File: src/sv/mbb_pkg.sv
// Shared types, constants and box arithmetic for the mask blob bounding-box block.
// No dependencies; every other file but mbb_ram imports this package.
package mbb_pkg;

	localparam int MAX_BOXES  = 64;
	localparam int COORD_BITS = 12;
	localparam int SIZE_W     = COORD_BITS + 1;
	localparam int SUM_W      = COORD_BITS + 2;
	localparam int IDX_W      = (MAX_BOXES > 1) ? $clog2(MAX_BOXES) : 1;
	localparam int CNT_W      = $clog2(MAX_BOXES + 1);
	localparam int BOX_W      = 2 * COORD_BITS + 2 * SIZE_W;
	localparam int ADDR_W     = 4;
	localparam logic [SIZE_W-1:0] FRAME_MAX = SIZE_W'(1 << COORD_BITS);

	localparam logic [ADDR_W-3:0] REG_MIN_CONF = 2'd0;
	localparam logic [ADDR_W-3:0] REG_WINDOW   = 2'd1;
	localparam logic [ADDR_W-3:0] REG_FRAME_W  = 2'd2;

	typedef struct packed {
		logic [COORD_BITS-1:0] left;
		logic [COORD_BITS-1:0] top;
		logic [SIZE_W-1:0]     width;
		logic [SIZE_W-1:0]     height;
	} box_t;

	typedef struct packed {
		logic [7:0]        min_confidence;
		logic [5:0]        window_size;
		logic [SIZE_W-1:0] frame_width;
	} cfg_t;

	typedef enum logic [4:0] {
		ST_IDLE, ST_SCAN_RD, ST_SCAN_CMP, ST_SWAP0, ST_SWAP1, ST_APPEND,
		ST_M_OUTER, ST_M_IRD, ST_M_ILAT, ST_M_JRD, ST_M_JCMP, ST_M_SRD, ST_M_SWR,
		ST_E_RD, ST_E_WAIT, ST_FINISH
	} state_t;

	function automatic logic [SUM_W-1:0] ext(input logic [SIZE_W-1:0] v);
		return SUM_W'(v);
	endfunction

	// Window of side s centered on (px,py), tested against box b.
	function automatic logic win_hit(input logic [COORD_BITS-1:0] px,
			input logic [COORD_BITS-1:0] py, input logic [5:0] ws, input box_t b);
		logic [5:0] side;
		logic [5:0] reach;
		logic       hx, hy;
		side  = (ws == 6'd0) ? 6'd1 : ws;
		reach = side >> 1;
		hx = (SUM_W'(px) < SUM_W'(b.left) + ext(b.width) + SUM_W'(reach)) &&
			(SUM_W'(b.left) + SUM_W'(reach) < SUM_W'(px) + SUM_W'(side));
		hy = (SUM_W'(py) < SUM_W'(b.top) + ext(b.height) + SUM_W'(reach)) &&
			(SUM_W'(b.top) + SUM_W'(reach) < SUM_W'(py) + SUM_W'(side));
		return hx && hy;
	endfunction

	function automatic logic box_hit(input box_t a, input box_t b);
		return (SUM_W'(a.left) < SUM_W'(b.left) + ext(b.width)) &&
			(SUM_W'(b.left) < SUM_W'(a.left) + ext(a.width)) &&
			(SUM_W'(a.top) < SUM_W'(b.top) + ext(b.height)) &&
			(SUM_W'(b.top) < SUM_W'(a.top) + ext(a.height));
	endfunction

	function automatic box_t grow(input box_t b, input logic [COORD_BITS-1:0] px,
			input logic [COORD_BITS-1:0] py);
		box_t           g;
		logic [SUM_W-1:0] r, d;
		g.left = (px < b.left) ? px : b.left;
		g.top  = (py < b.top) ? py : b.top;
		r = SUM_W'(b.left) + ext(b.width) - SUM_W'(1);
		if (SUM_W'(px) > r) r = SUM_W'(px);
		g.width = SIZE_W'(r - SUM_W'(g.left) + SUM_W'(1));
		d = SUM_W'(b.top) + ext(b.height) - SUM_W'(1);
		if (SUM_W'(py) > d) d = SUM_W'(py);
		g.height = SIZE_W'(d - SUM_W'(g.top) + SUM_W'(1));
		return g;
	endfunction

	function automatic box_t unite(input box_t a, input box_t b);
		box_t           u;
		logic [SUM_W-1:0] ra, rb, da, db;
		u.left = (a.left < b.left) ? a.left : b.left;
		u.top  = (a.top < b.top) ? a.top : b.top;
		ra = SUM_W'(a.left) + ext(a.width);
		rb = SUM_W'(b.left) + ext(b.width);
		da = SUM_W'(a.top) + ext(a.height);
		db = SUM_W'(b.top) + ext(b.height);
		u.width  = SIZE_W'(((ra > rb) ? ra : rb) - SUM_W'(u.left));
		u.height = SIZE_W'(((da > db) ? da : db) - SUM_W'(u.top));
		return u;
	endfunction

endpackage

File: src/sv/mbb_regs.sv
// APB configuration registers of the bounding-box block.
// Depends on mbb_pkg.
module mbb_regs import mbb_pkg::*; (
	input  logic              clk,
	input  logic              arst_n,
	input  logic              psel,
	input  logic              penable,
	input  logic              pwrite,
	input  logic [ADDR_W-1:0] paddr,
	input  logic [31:0]       pwdata,
	output logic [31:0]       prdata,
	output logic              pready,
	output cfg_t              cfg
);
	cfg_t cfg_q;
	logic wr;

	assign pready = 1'b1;
	assign wr = psel && penable && pwrite;
	assign cfg = cfg_q;

	always_ff @(posedge clk or negedge arst_n) begin
		if (!arst_n) begin
			cfg_q.min_confidence <= 8'd128;
			cfg_q.window_size    <= 6'd17;
			cfg_q.frame_width    <= SIZE_W'(256);
		end else if (wr) begin
			case (paddr[ADDR_W-1:2])
				REG_MIN_CONF: cfg_q.min_confidence <= pwdata[7:0];
				REG_WINDOW:   cfg_q.window_size    <= pwdata[5:0];
				REG_FRAME_W:  cfg_q.frame_width    <= pwdata[SIZE_W-1:0];
				default: ;
			endcase
		end
	end

	always_comb begin
		case (paddr[ADDR_W-1:2])
			REG_MIN_CONF: prdata = {24'd0, cfg_q.min_confidence};
			REG_WINDOW:   prdata = {26'd0, cfg_q.window_size};
			REG_FRAME_W:  prdata = 32'(cfg_q.frame_width);
			default:      prdata = 32'd0;
		endcase
	end
endmodule

File: config.mk
export PLATFORM = sky130hd
export DESIGN_NAME = mbb_regs
export DESIGN_NICKNAME = d
export VERILOG_FILES = /design/src/sv/mbb_pkg.sv /design/src/sv/mbb_regs.sv
export SDC_FILE = /design/constraint.sdc
export NUM_CORES = 1
export LEC_CHECK = 0
export ABC_AREA = 1
export BUFFER_PORTS_ARGS = -buffer_cell sky130_fd_sc_hd__buf_2
export CORE_ASPECT_RATIO = 0.8
export CORE_UTILIZATION = 41
export CTS_CLUSTER_DIAMETER = 60
export DETAILED_ROUTE_END_ITERATION = 8
export PLACE_DENSITY_LB_ADDON = 0.05
export SETUP_SLACK_MARGIN = 0.4
export SYNTH_ARGS = -nofsm -noshare
export SYNTH_HDL_FRONTEND = slang
export SYNTH_SLANG_ARGS = --single-unit
File: constraint.sdc
create_clock -name clk -period 0.9 [get_ports clk]
set_clock_uncertainty 0.1 [all_clocks]
set_input_delay 0.045 -clock clk [delete_from_list [all_inputs] [get_ports clk]]
set_output_delay 0.045 -clock clk [all_outputs]
set_load 0.02 [all_outputs]
==> flow_metrics.py <==
metrics = {
    "run_status": {
        "outcome": "complete, but fails checks",
        "violations": "negative hold slack, negative setup slack",
    },
    "clock_tree": {
        "clkTransAtPathRegs_ns": 0.10,
        "cts_max_path_buffers": 2,
        "cts_inserted_buffers": 3,
        "htree_levels": 1,
        "cts_tree": "done",
        "clock_sinks": 27,
        "clock_latency_ns": 0.28,
        "cts_root_buffer": "clkbuf_8",
    },
    "floorplan": {
        "std_cell_rows": 18,
        "boundaryPins": 101,
        "chipWidth_um": 68,
        "die_area_um2": 3726,
        "start_util_pct": 44.68,
        "die-height_um": 54.80,
        "core_um2": 3198,
    },
    "critical_path": {
        "slowest_delay_ns": 0.57,
        "crit_path_start_kind": "flip-flop",
        "critPathMaxFanout": 3,
        "end_kind": "primary output",
        "crit_slowest_cell": "dfstp_2",
        "path_class": "reg -> out",
        "cp.required_ns": 0.75,
        "path_cells": "inv_2 > nor2_4 > buf_6",
        "crit_path_start": "cfg[8]",
        "r2r_start": "cfg[5]",
        "r2r_slack_ns": -0.14,
        "worstPathArrival_ns": 1.09,
        "timing.rr.end": "cfg[5]",
        "rr_worst_depth": 5,
        "critPathCapture": "prdata[8]",
    },
    "grt": {
        "grt_overflow": 0,
        "grt_pass1_wl_um": 6451,
        "antenna_found_initial": 0,
        "grt_use_total_pct": 24.71,
        "grt_max_degree": 28,
        "grt_pass1_vias": 1362,
    },
    "logic_synthesis": {
        "synth-seq-cells": 27,
        "synth_ff_type": "dfrtp_1",
        "synth_compound_area_share_pct": 0,
        "ys_async_sr_fraction_pct": 100.0,
        "synth_simple_gate_area_share_pct": 36.95,
        "ys_types": 15,
        "yosysMostFrequentCell": "nand2_1",
        "syn_avg_cell_area_um2": 7.520,
        "muxShareOfSynthArea_pct": 0,
        "synth_top_area_share_pct": 40.28,
        "synth_common_cells": "110 x nand2_1, 23 x dfrtp_1, 20 x buf_4",
        "synthAdderAreaFrac_pct": 0,
        "synth_area_leaders": "dfrtp_1 40%, nand2_1 29%, buf_4 11%",
        "synth_xor_xnor_area_share_pct": 0,
        "seq_area_frac_synth_pct": 47.64,
        "netlist_area_um2": 1429,
        "synth_cells": 190,
        "synth_edf_count": 0,
        "synth_top_family_by_area": "simple AND/OR/NAND/NOR gates",
        "yosysTopAreaCell": "dfrtp_1",
        "synth_warnings": 0,
    },
    "power_and_ir_drop": {
        "switching_power_w": 0.001813,
        "peakVddDrop_mv": 1.297,
        "internal_power_w": 0.003089,
        "p_comb_share_pct": 48.2,
        "sequentialPowerShare_pct": 36.8,
        "power.total_w": 0.004902,
        "p_sw_share_pct": 36.98,
        "p_leak_nw": 1.371,
        "clkPwrFrac_pct": 14.9,
        "power_density_nw_per_um2": 1899,
    },
    "detailed_routing": {
        "drcViolationCount": 0,
        "wl_per_cell_um": 13.60,
        "routed_via_density": 4.641,
        "drt_iter0_drc": 63,
        "ant_nets": 0,
        "vias": 1527,
        "drt-total-wl_um": 4475,
        "dr.pass1.iters": 4,
    },
    "timing": {
        "finalSetupViolations": 47,
        "fmax_mhz": 806.8,
        "rsz0062_at_grt": "true",
        "fin_ws_ns": -0.3395,
        "period_needed_ns": 1.240,
        "whs_ns": -0.4139,
        "slew_violations": 0,
        "fin_crit_sh_pct": 137.7,
        "hold_violations": 54,
    },
    "placed_design": {
        "post-place-ws_ns": -0.1283,
        "gp_congestion": 0.7748,
        "dpl.cell_count": 299,
        "io_buffers": 59,
        "hpwl_um": 2652,
    },
    "final_layout": {
        "areaGrowthSynthToFinish_pct": 80.65,
        "antenna_cells": 0,
        "nets": 331,
        "drive_gt1_share_pct": 63.67,
        "stdcell_count": 329,
        "largest_reg_flops": 27,
    },
    "min_path": {
        "hold_class": "in -> async",
    },
    "flow_run": {
        "drv_cap": 0,
    },
}
kinds of logic (layout without fill, tap and decap cells):
group / Yosys count / after routing
other: 2 / 20
DFF: 27 / 27
and+or+nand+nor: 129 / 129
buffers and inverters: 32 / 113
metal layers:
metal | wire length [µm] | track usage, % | share of wire, %
met1 | 1878 | 32.51 | 42
met2 | 2244 | 40.20 | 50
met3 | 293 | 5.417 | 6.5
met4 | 58 | 8.681 | 1.3
met5 | 0 | 0 | 0
worst max-delay path, delay by kind of cell (launching register included):
family                 cells  cell delay [ns]
flip-flops                 1             0.57
AND/OR/NAND/NOR            1             0.08
buffers and inverters      2             0.17
layout by cell type (no fill, tap or decap), drive strengths merged:
master	count
inv	10
conb	20
buf	99
nand3	7
nand2	112
dfrtp	23
clkbuf	3
clkinvlp	1
nor2	10
dfstp	4
layout make-up:
| type | instances | area, µm² |
|---|---|---|
| multi-input cells | 149 | 762.0 |
| inverters | 10 | 57.56 |
| clock inverters | 1 | 7.507 |
| flip-flops and latches | 27 | 709.4 |
| well taps | 40 | 50.05 |
| fillers | 201 | 616.8 |
| clock buffers | 3 | 41.29 |
| repair buffers | 99 | 953.4 |
worst min-delay path by stage:
stage               to    from  cells after the start
6_report       cfg[23]  arst_n                      2
2_1_floorplan   cfg[0]  arst_n                      0
3_5_place_dp   cfg[23]  arst_n                      2
5_1_grt        cfg[23]  arst_n                      2
4_1_cts        cfg[23]  arst_n                      2
3_3_place_gp   cfg[23]  arst_n                      2
per-stage QoR:
step / hold slack, ns / util (%) / setup TNS, ns / cell area [µm²]
after global placement: -0.09883 / 60.64 / -2.212 / 1939
final: -0.4139 / 80.71 / -8.448 / 2581
after floorplan: -0.3506 / - / -0.04274 / 1637
after detailed placement: -0.09490 / 60.64 / -2.486 / 1939
after CTS: -0.4130 / 75.23 / -7.319 / 2406
after global routing: -0.4136 / 80.71 / -10.03 / 2581
power by group through the flow:
| stage | Combinational (W) | Clock [W] | Sequential, W |
|---|---|---|---|
| floorplan | 0.000605 | 0 | 0.00205 |
| global placement | 0.00135 | 0 | 0.00175 |
| detailed placement | 0.00137 | 0 | 0.00175 |
| CTS | 0.00204 | 0.000740 | 0.00179 |
| global route | 0.00253 | 0.000806 | 0.00184 |
| finish | 0.00237 | 0.000732 | 0.00180 |
timing repair:
action / CTS / global route
pin swaps: 14 / 12
setup endpoints to repair: 67 / 67
setup buffers: 12 / 14
hold endpoints to repair: 54 / 54
gates resized for setup: 106 / 22
Power figures use the tool's default switching activity.
