`src/sv/mbb_ram.sv`:
```
// Generic single-port-write, single-port-read RAM with registered read data.
// No dependencies.
module mbb_ram #(
	parameter int WIDTH = 8,
	parameter int DEPTH = 64
) (
	input  logic                                       clk,
	input  logic                                       we,
	input  logic [((DEPTH > 1) ? $clog2(DEPTH) : 1)-1:0] waddr,
	input  logic [WIDTH-1:0]                           wdata,
	input  logic                                       re,
	input  logic [((DEPTH > 1) ? $clog2(DEPTH) : 1)-1:0] raddr,
	output logic [WIDTH-1:0]                           rdata
);
	logic [WIDTH-1:0] mem [DEPTH];

	always_ff @(posedge clk) begin
		if (we) begin
			mem[waddr] <= wdata;
		end
		if (re) begin
			rdata <= mem[raddr];
		end
	end
endmodule

```
`config.mk`:
```
export PLATFORM = sky130hd
export DESIGN_NAME = mbb_ram
export DESIGN_NICKNAME = d
export VERILOG_FILES = /design/src/sv/mbb_ram.sv
export SDC_FILE = /design/constraint.sdc
export NUM_CORES = 1
export LEC_CHECK = 0
export BUFFER_PORTS_ARGS = -buffer_cell sky130_fd_sc_hd__buf_2
export CAP_MARGIN = 20
export CORE_UTILIZATION = 65
export DETAILED_ROUTE_END_ITERATION = 6
export PLACE_DENSITY = 0.83
export SYNTH_ARGS = -nofsm -noshare
export SYNTH_HDL_FRONTEND = slang
export SYNTH_SLANG_ARGS = --single-unit
```
`constraint.sdc`:
```
create_clock -name clk -period 5.9 [get_ports clk]
set_clock_uncertainty 0.05 [all_clocks]
set_input_delay 0 -clock clk [delete_from_list [all_inputs] [get_ports clk]]
set_output_delay 0 -clock clk [all_outputs]
set_load 0.005 [all_outputs]
```
==> results of run 1 <==
power groups by stage:
| stage | logic (mW) | registers [mW] | clock network [mW] |
|---|---|---|---|
| CTS | 0.364 | 4.11 | 3.12 |
| global route | 0.401 | 4.11 | 3.26 |
| detailed placement | 0.353 | 4.19 | 0 |
| floorplan | 0.218 | 4.18 | 0 |
| finish | 0.384 | 4.11 | 3.11 |
| global placement | 0.341 | 4.19 | 0 |
metrics by stage:
step           worst slack, ns  power (mW)  hold WS (ns)  instance area [um^2]
3_3_place_gp              2.80        4.53         0.337                 20700
2_1_floorplan             4.02        4.40        0.0489                 20200
3_5_place_dp              2.81        4.54         0.339                 20700
4_1_cts                   3.33        7.60        0.0317                 22300
6_report                  3.24        7.60        0.0722                 22500
5_1_grt                   3.15        7.76        0.0760                 22500
cell type report:
type / instances / area, um^2 / area share
Antenna cell: 2 / 5.00 / 0.000222
Clock buffer: 64 / 1330 / 0.0588
Clock inverter: 25 / 245 / 0.0109
Multi-Input combinational cell: 369 / 4320 / 0.192
Sequential cell: 520 / 15600 / 0.693
Tap cell: 396 / 495 / 0.0220
Timing Repair Buffer: 58 / 519 / 0.0231
critical path: stages:
cell                      delay (ns)
sky130_fd_sc_hd__buf_4          0.57
sky130_fd_sc_hd__buf_4          0.71
sky130_fd_sc_hd__mux4_2         0.43
sky130_fd_sc_hd__mux4_2         0.48
sky130_fd_sc_hd__nor2_1         0.35
sky130_fd_sc_hd__o32ai_1        0.19
cells in the final DEF, fill, tap and decap left out, types with 3 or more instances in the layout:
master / n
sky130_fd_sc_hd__buf_12: 9
sky130_fd_sc_hd__o2bb2ai_1: 3
sky130_fd_sc_hd__o221ai_1: 8
sky130_fd_sc_hd__nor2b_1: 14
sky130_fd_sc_hd__buf_2: 27
sky130_fd_sc_hd__buf_4: 8
sky130_fd_sc_hd__nand3b_1: 3
sky130_fd_sc_hd__clkinv_2: 6
sky130_fd_sc_hd__o22ai_1: 8
sky130_fd_sc_hd__mux2i_1: 23
sky130_fd_sc_hd__a211oi_1: 4
sky130_fd_sc_hd__clkinv_1: 11
sky130_fd_sc_hd__clkbuf_1: 13
sky130_fd_sc_hd__o2111ai_1: 3
sky130_fd_sc_hd__a22oi_1: 3
sky130_fd_sc_hd__bufinv_16: 5
sky130_fd_sc_hd__nand2b_1: 7
sky130_fd_sc_hd__mux2_2: 13
sky130_fd_sc_hd__a221oi_1: 6
sky130_fd_sc_hd__dlygate4sd3_1: 13
sky130_fd_sc_hd__a21oi_1: 3
sky130_fd_sc_hd__nor2_1: 83
sky130_fd_sc_hd__nand3_1: 13
sky130_fd_sc_hd__clkbuf_16: 51
sky130_fd_sc_hd__nand2_1: 19
sky130_fd_sc_hd__mux4_2: 126
sky130_fd_sc_hd__nor3_1: 6
sky130_fd_sc_hd__edfxtp_1: 520
layer usage:
metal	up-vias	part of all wire
met1	5220	0.36
li1	4052	-
met4	0	0.038
met2	766	0.49
met3	131	0.11
met5	-	0
cells by family (layout without fill, tap and decap cells):
logic type,after synthesis,after routing,synth area share
multiplexers,162,162,0.159
other,0,2,0
AND/OR/NAND/NOR,153,153,0.0337
buffers and inverters,51,147,0.0156
flip-flops,520,520,0.771
AO/OA/AOI/OAI,54,54,0.0206
what timing repair did:
item / CTS / global route
hold endpoints to repair: 22 / 235
endpoints found under the setup margin: 0 / 0
hold buffers: 5 / 8
state kept, by name, summed over array words and instances, names as in the netlist:
| name | count |
|---|---|
| mem | 512 |
| rdata | 8 |
final timing paths:
path	from	end	slack, ns	cells after the start
setup / recovery	raddr[1]	rdata[6]	3.24	6
hold / removal	waddr[0]	mem[49][2]	0.07	3
setup reg to reg	mem[47][0]	rdata[0]	3.39	4
hold reg to reg	mem[31][4]	rdata[4]	0.91	3
==> flow_summary.toml, run 1 <==
[critical_path]
path_max_fanout = 51
crit_path_required_time_ns = 6.13
timing_worst_setup_path_type = "in -> reg"
critPathCaptureType = "register"
timing.critical_path.from_type = "input port"
worstPathArrival_ns = 2.88

[route]
wl_per_cell_um = 31.7
antenna_left = 0
initialDrtViolationCount = 1611
route.vias.total = 10200
wirelength_um = 45500
average_vias_per_placed_instance = 7.09
post-route-drc-count = 0
drt_pass1_iterations = 7

[yosys]
number_of_standard_cells_after_synthesis = 940
netlist_top_cells_count = "sky130_fd_sc_hd__edfxtp_1, sky130_fd_sc_hd__mux4_2, sky130_fd_sc_hd__nor2_1, sky130_fd_sc_hd__mux2i_1, sky130_fd_sc_hd__nand2_1"
ys_ff_latch = 520
ffs_w_async_s_r_synth = 0
syn-num-nets = 963
postSynthAreaPerCell_um2 = 21.5
synth.distinct_cells = 39
top_area_cells_in_the_synthesized_netlist = "sky130_fd_sc_hd__edfxtp_1, sky130_fd_sc_hd__mux4_2, sky130_fd_sc_hd__nor2_1"
synth_edf_count = 520
yosysSeqAreaShare = 0.771
synth_most_common_cell = "sky130_fd_sc_hd__edfxtp_1"
synth_area_leader_cell = "sky130_fd_sc_hd__edfxtp_1"
synth_top_flop_cell = "sky130_fd_sc_hd__edfxtp_1"
netlist_area_um2 = 20200
yosysTopAreaCellShare = 0.771
ys_warn_count = 0

[power_and_ir_drop]
swShare = 0.205
p_sw_mw = 1.56
power_density_nw_per_um2 = 337
irDropWorstVdd_mv = 0.207
power.share.combinational = 0.051
internal_power_mw = 6.04
sequentialPowerShare = 0.541
power_frac_clock = 0.409
cellLeakagePower_nw = 7.02

[floorplanning]
placeableCoreArea_um2 = 30600
die_width_um = 178
chipHeight_um = 178
effective_utilization_at_floorplan = 0.662
die-area_um2 = 31900
io_pins = 31
rows = 64

[finish]
n_fill_cell = 1603
fin_cells = 1434
area_growth_pct = 11.3
layout.nets = 1021
final_util = 0.736
drive_gt1_frac = 0.243

[min_path]
kind_of_path_behind_the_tightest_hold_check = "in -> reg"

[sta]
rsz_0062_raised_after_global_routing = "no"
slew_limit_headroom = 0.293
final-max-slew-violation-count = 0
tns_ns = 0
worstMarginPinSlew_ns = 1.03
hold_violations = 0
final_period_minus_worst_setup_slack_ns = 2.66
setup_violations = 0
post-route-period-util = 0.450
max_freq_mhz = 377

[place]
io_buffers = 30
placed_cells_incl_taps = 1322
place.gp.congestion = 0.824
dp_hpwl_um = 25000

[clock_tree]
cts.sinks = 520
post-cts-setup-buffers = 0
clock_pin_slew_reported_for_the_worst_setup_and_hold_paths_after_clock_tree_synthesis_ns = 0.06
cts_tree = "built"
clk_latency_ns = 0.56
clock_tree.buffer_depth = 3
post_cts_resize_count = 0
ctsHtreeMaxLevel = 2
cell_at_the_root_of_the_clock_tree = "sky130_fd_sc_hd__clkbuf_16"
numCtsBuffers = 49

[global_routing]
global_route_met2_usage = 0.478
vias_in_the_first_global_route = 10200
grt_max_degree = 68
antenna_found_initial = 2
grt_util_met1 = 0.421
grt_remaining_overflow = 0
grt_use_total = 0.298
globalRoute.busiestLayer = "met2"
grt_first_pass_wirelength_um = 66300
groute.layer.met3.usage = 0.0458

[flow_run]
cap_viol_max_count = 0

[run_status]
outcome = "complete, no violations"
Power figures use the tool's default switching activity.
==> run 2, diff against run 1 <==
- CORE_UTILIZATION: 65 -> 56
- PLACE_DENSITY: 0.83 -> 0.76
- clock period: 5.9 -> 2.35 ns (I/O delays scaled with it)
==> run 2 against run 1 <==
  * Design area up 3.4%
  * Global-route usage is 4.2 points lower
  * Die area is 16% higher
  * Clock-buffer cell count up 6
  * Setup slack worse by 3.1 ns
  * Critical path type is now reg -> reg
  * Non-clock buffer count increased by 102
  * Routed wire length fell by 0.22%
  * Largest cell class unchanged
  * Highest routed layer unchanged
  * Flip-flop and latch count unchanged
  * Sequential power grew to 2.5 times the previous value
  * Core utilization decreased by 8.1 points
  * Clock power increased by 140%
==> flow_summary.toml, run 2 (synthesized netlist as in run 1, its figures left out) <==
[run_status]
outcome = "complete, no violations"

[route]
initialDrtViolationCount = 1405
wirelength_um = 45400
antenna_left = 0
post-route-drc-count = 0
wl_per_cell_um = 28.4
drt_pass1_iterations = 6
route.vias.total = 10200
average_vias_per_placed_instance = 6.40

[place]
place.gp.congestion = 0.841
io_buffers = 30
placedInstanceArea_um2 = 21700
placed_cells_incl_taps = 1501
detailedPlace.worstSlack_ns = 0.00305
dp_hpwl_um = 28400

[finish]
n_fill_cell = 2262
reg.largest.list = "mem: 512 flops, rdata: 8 flops"
largest_reg_flops = 512
stdcell_area_um2 = 23300
fin_cells = 1599
layout_commonest_cell = "sky130_fd_sc_hd__edfxtp_1"
area_growth_pct = 15.1
antenna_cells = 0
most-common-layout-cells = "sky130_fd_sc_hd__edfxtp_1, sky130_fd_sc_hd__mux4_2, sky130_fd_sc_hd__buf_4, sky130_fd_sc_hd__nor2_1, sky130_fd_sc_hd__clkbuf_16"
multiInputGateArea_um2 = 4320
sequential_cell_area_um2 = 15600
final_util = 0.655
drive_gt1_frac = 0.311
regMostFlops = "mem"
layout.nets = 1124

[clock_tree]
clock_pin_slew_reported_for_the_worst_setup_and_hold_paths_after_clock_tree_synthesis_ns = 0.06
clock_tree.buffer_depth = 3
cts_tree = "built"
post-cts-setup-buffers = 0
cts.sinks = 520
ctsHtreeMaxLevel = 2
post_cts_resize_count = 0
clk_latency_ns = 0.56
cell_at_the_root_of_the_clock_tree = "sky130_fd_sc_hd__clkbuf_16"
numCtsBuffers = 50

[power_and_ir_drop]
post-layout-total-power_mw = 18.8
irDropWorstVdd_mv = 0.725
power_density_nw_per_um2 = 809
cellLeakagePower_nw = 7.53

[floorplanning]
chipHeight_um = 192
die_width_um = 192
die-area_um2 = 36900
placeableCoreArea_um2 = 35600
rows = 69
io_pins = 31
effective_utilization_at_floorplan = 0.569

[critical_path]
crit_path_required_time_ns = 2.60
worst_r2r_path_depth = 5
critPathCaptureType = "register"
timing.critical_path.from_type = "register"
path_max_fanout = 1
timing_worst_setup_path_type = "reg -> reg"
worstPathArrival_ns = 2.47

[min_path]
min_path_cells = 1
kind_of_path_behind_the_tightest_hold_check = "in -> reg"

[flow_run]
cap_viol_max_count = 0

[sta]
post-route-period-util = 0.946
rsz_0062_raised_after_global_routing = "no"
tns_ns = 0
setup_violations = 0
final_period_minus_worst_setup_slack_ns = 2.22
min_setup_slack_post_route_ns = 0.127
max_freq_mhz = 450
hold_violations = 0
fin_worst_hold_slack_ns = 0.0172
worstMarginPinSlew_ns = 0.780
final-max-slew-violation-count = 0
slew_limit_headroom = 0.480

[global_routing]
antenna_found_initial = 0
grt_first_pass_wirelength_um = 67300
grt_max_degree = 65
vias_in_the_first_global_route = 10400
grt_remaining_overflow = 0
grt_use_total = 0.256
[run 2: cell type report]
class	instances	area share
multi-input combinational	369	0.185
sequential	520	0.670
tap	461	0.0248
timing repair buffer	160	0.0546
clock inverter	19	0.00564
clock buffer	70	0.0597
[run 2: path summary, 6_finish.rpt]
check	startpoint	to	slack, ns
worst max register to register	mem[29][6]	rdata[6]	0.13
worst min-delay path	wdata[4]	mem[3][4]	0.02
worst min register to register	mem[23][1]	rdata[1]	0.86
worst max-delay path	mem[29][6]	rdata[6]	0.13
[run 2: where the power goes]
| part | leakage (nW) | internal (mW) | switching [mW] |
|---|---|---|---|
| Combinational | 2.11 | 0.413 | 0.598 |
| Clock | 0.742 | 4.32 | 3.20 |
| Sequential | 4.69 | 10.3 | 0.0305 |
| Total | 7.53 | 15.0 | 3.83 |
[run 2: timing repair]
item                                   4_1_cts  5_1_grt
endpoints found under the hold margin       51       64
hold buffers                                 7        1
setup endpoints to repair                    0        0
[run 2: routing by layer]
layer / up-vias / part of all wire / global-route usage
met5: - / 0 / 0
met4: 0 / 0.033 / 0.0857
met3: 104 / 0.088 / 0.0396
met2: 556 / 0.49 / 0.405
met1: 5337 / 0.39 / 0.368
li1: 4244 / - / -
[run 2: worst max-delay path, cell delays in order (launching register included)]
cell and delay, ns:
sky130_fd_sc_hd__edfxtp_1 0.37, sky130_fd_sc_hd__mux4_2 0.48, sky130_fd_sc_hd__mux2_2 0.29, sky130_fd_sc_hd__o221a_2 0.28, sky130_fd_sc_hd__nor3_1 0.37, sky130_fd_sc_hd__o32ai_1 0.14
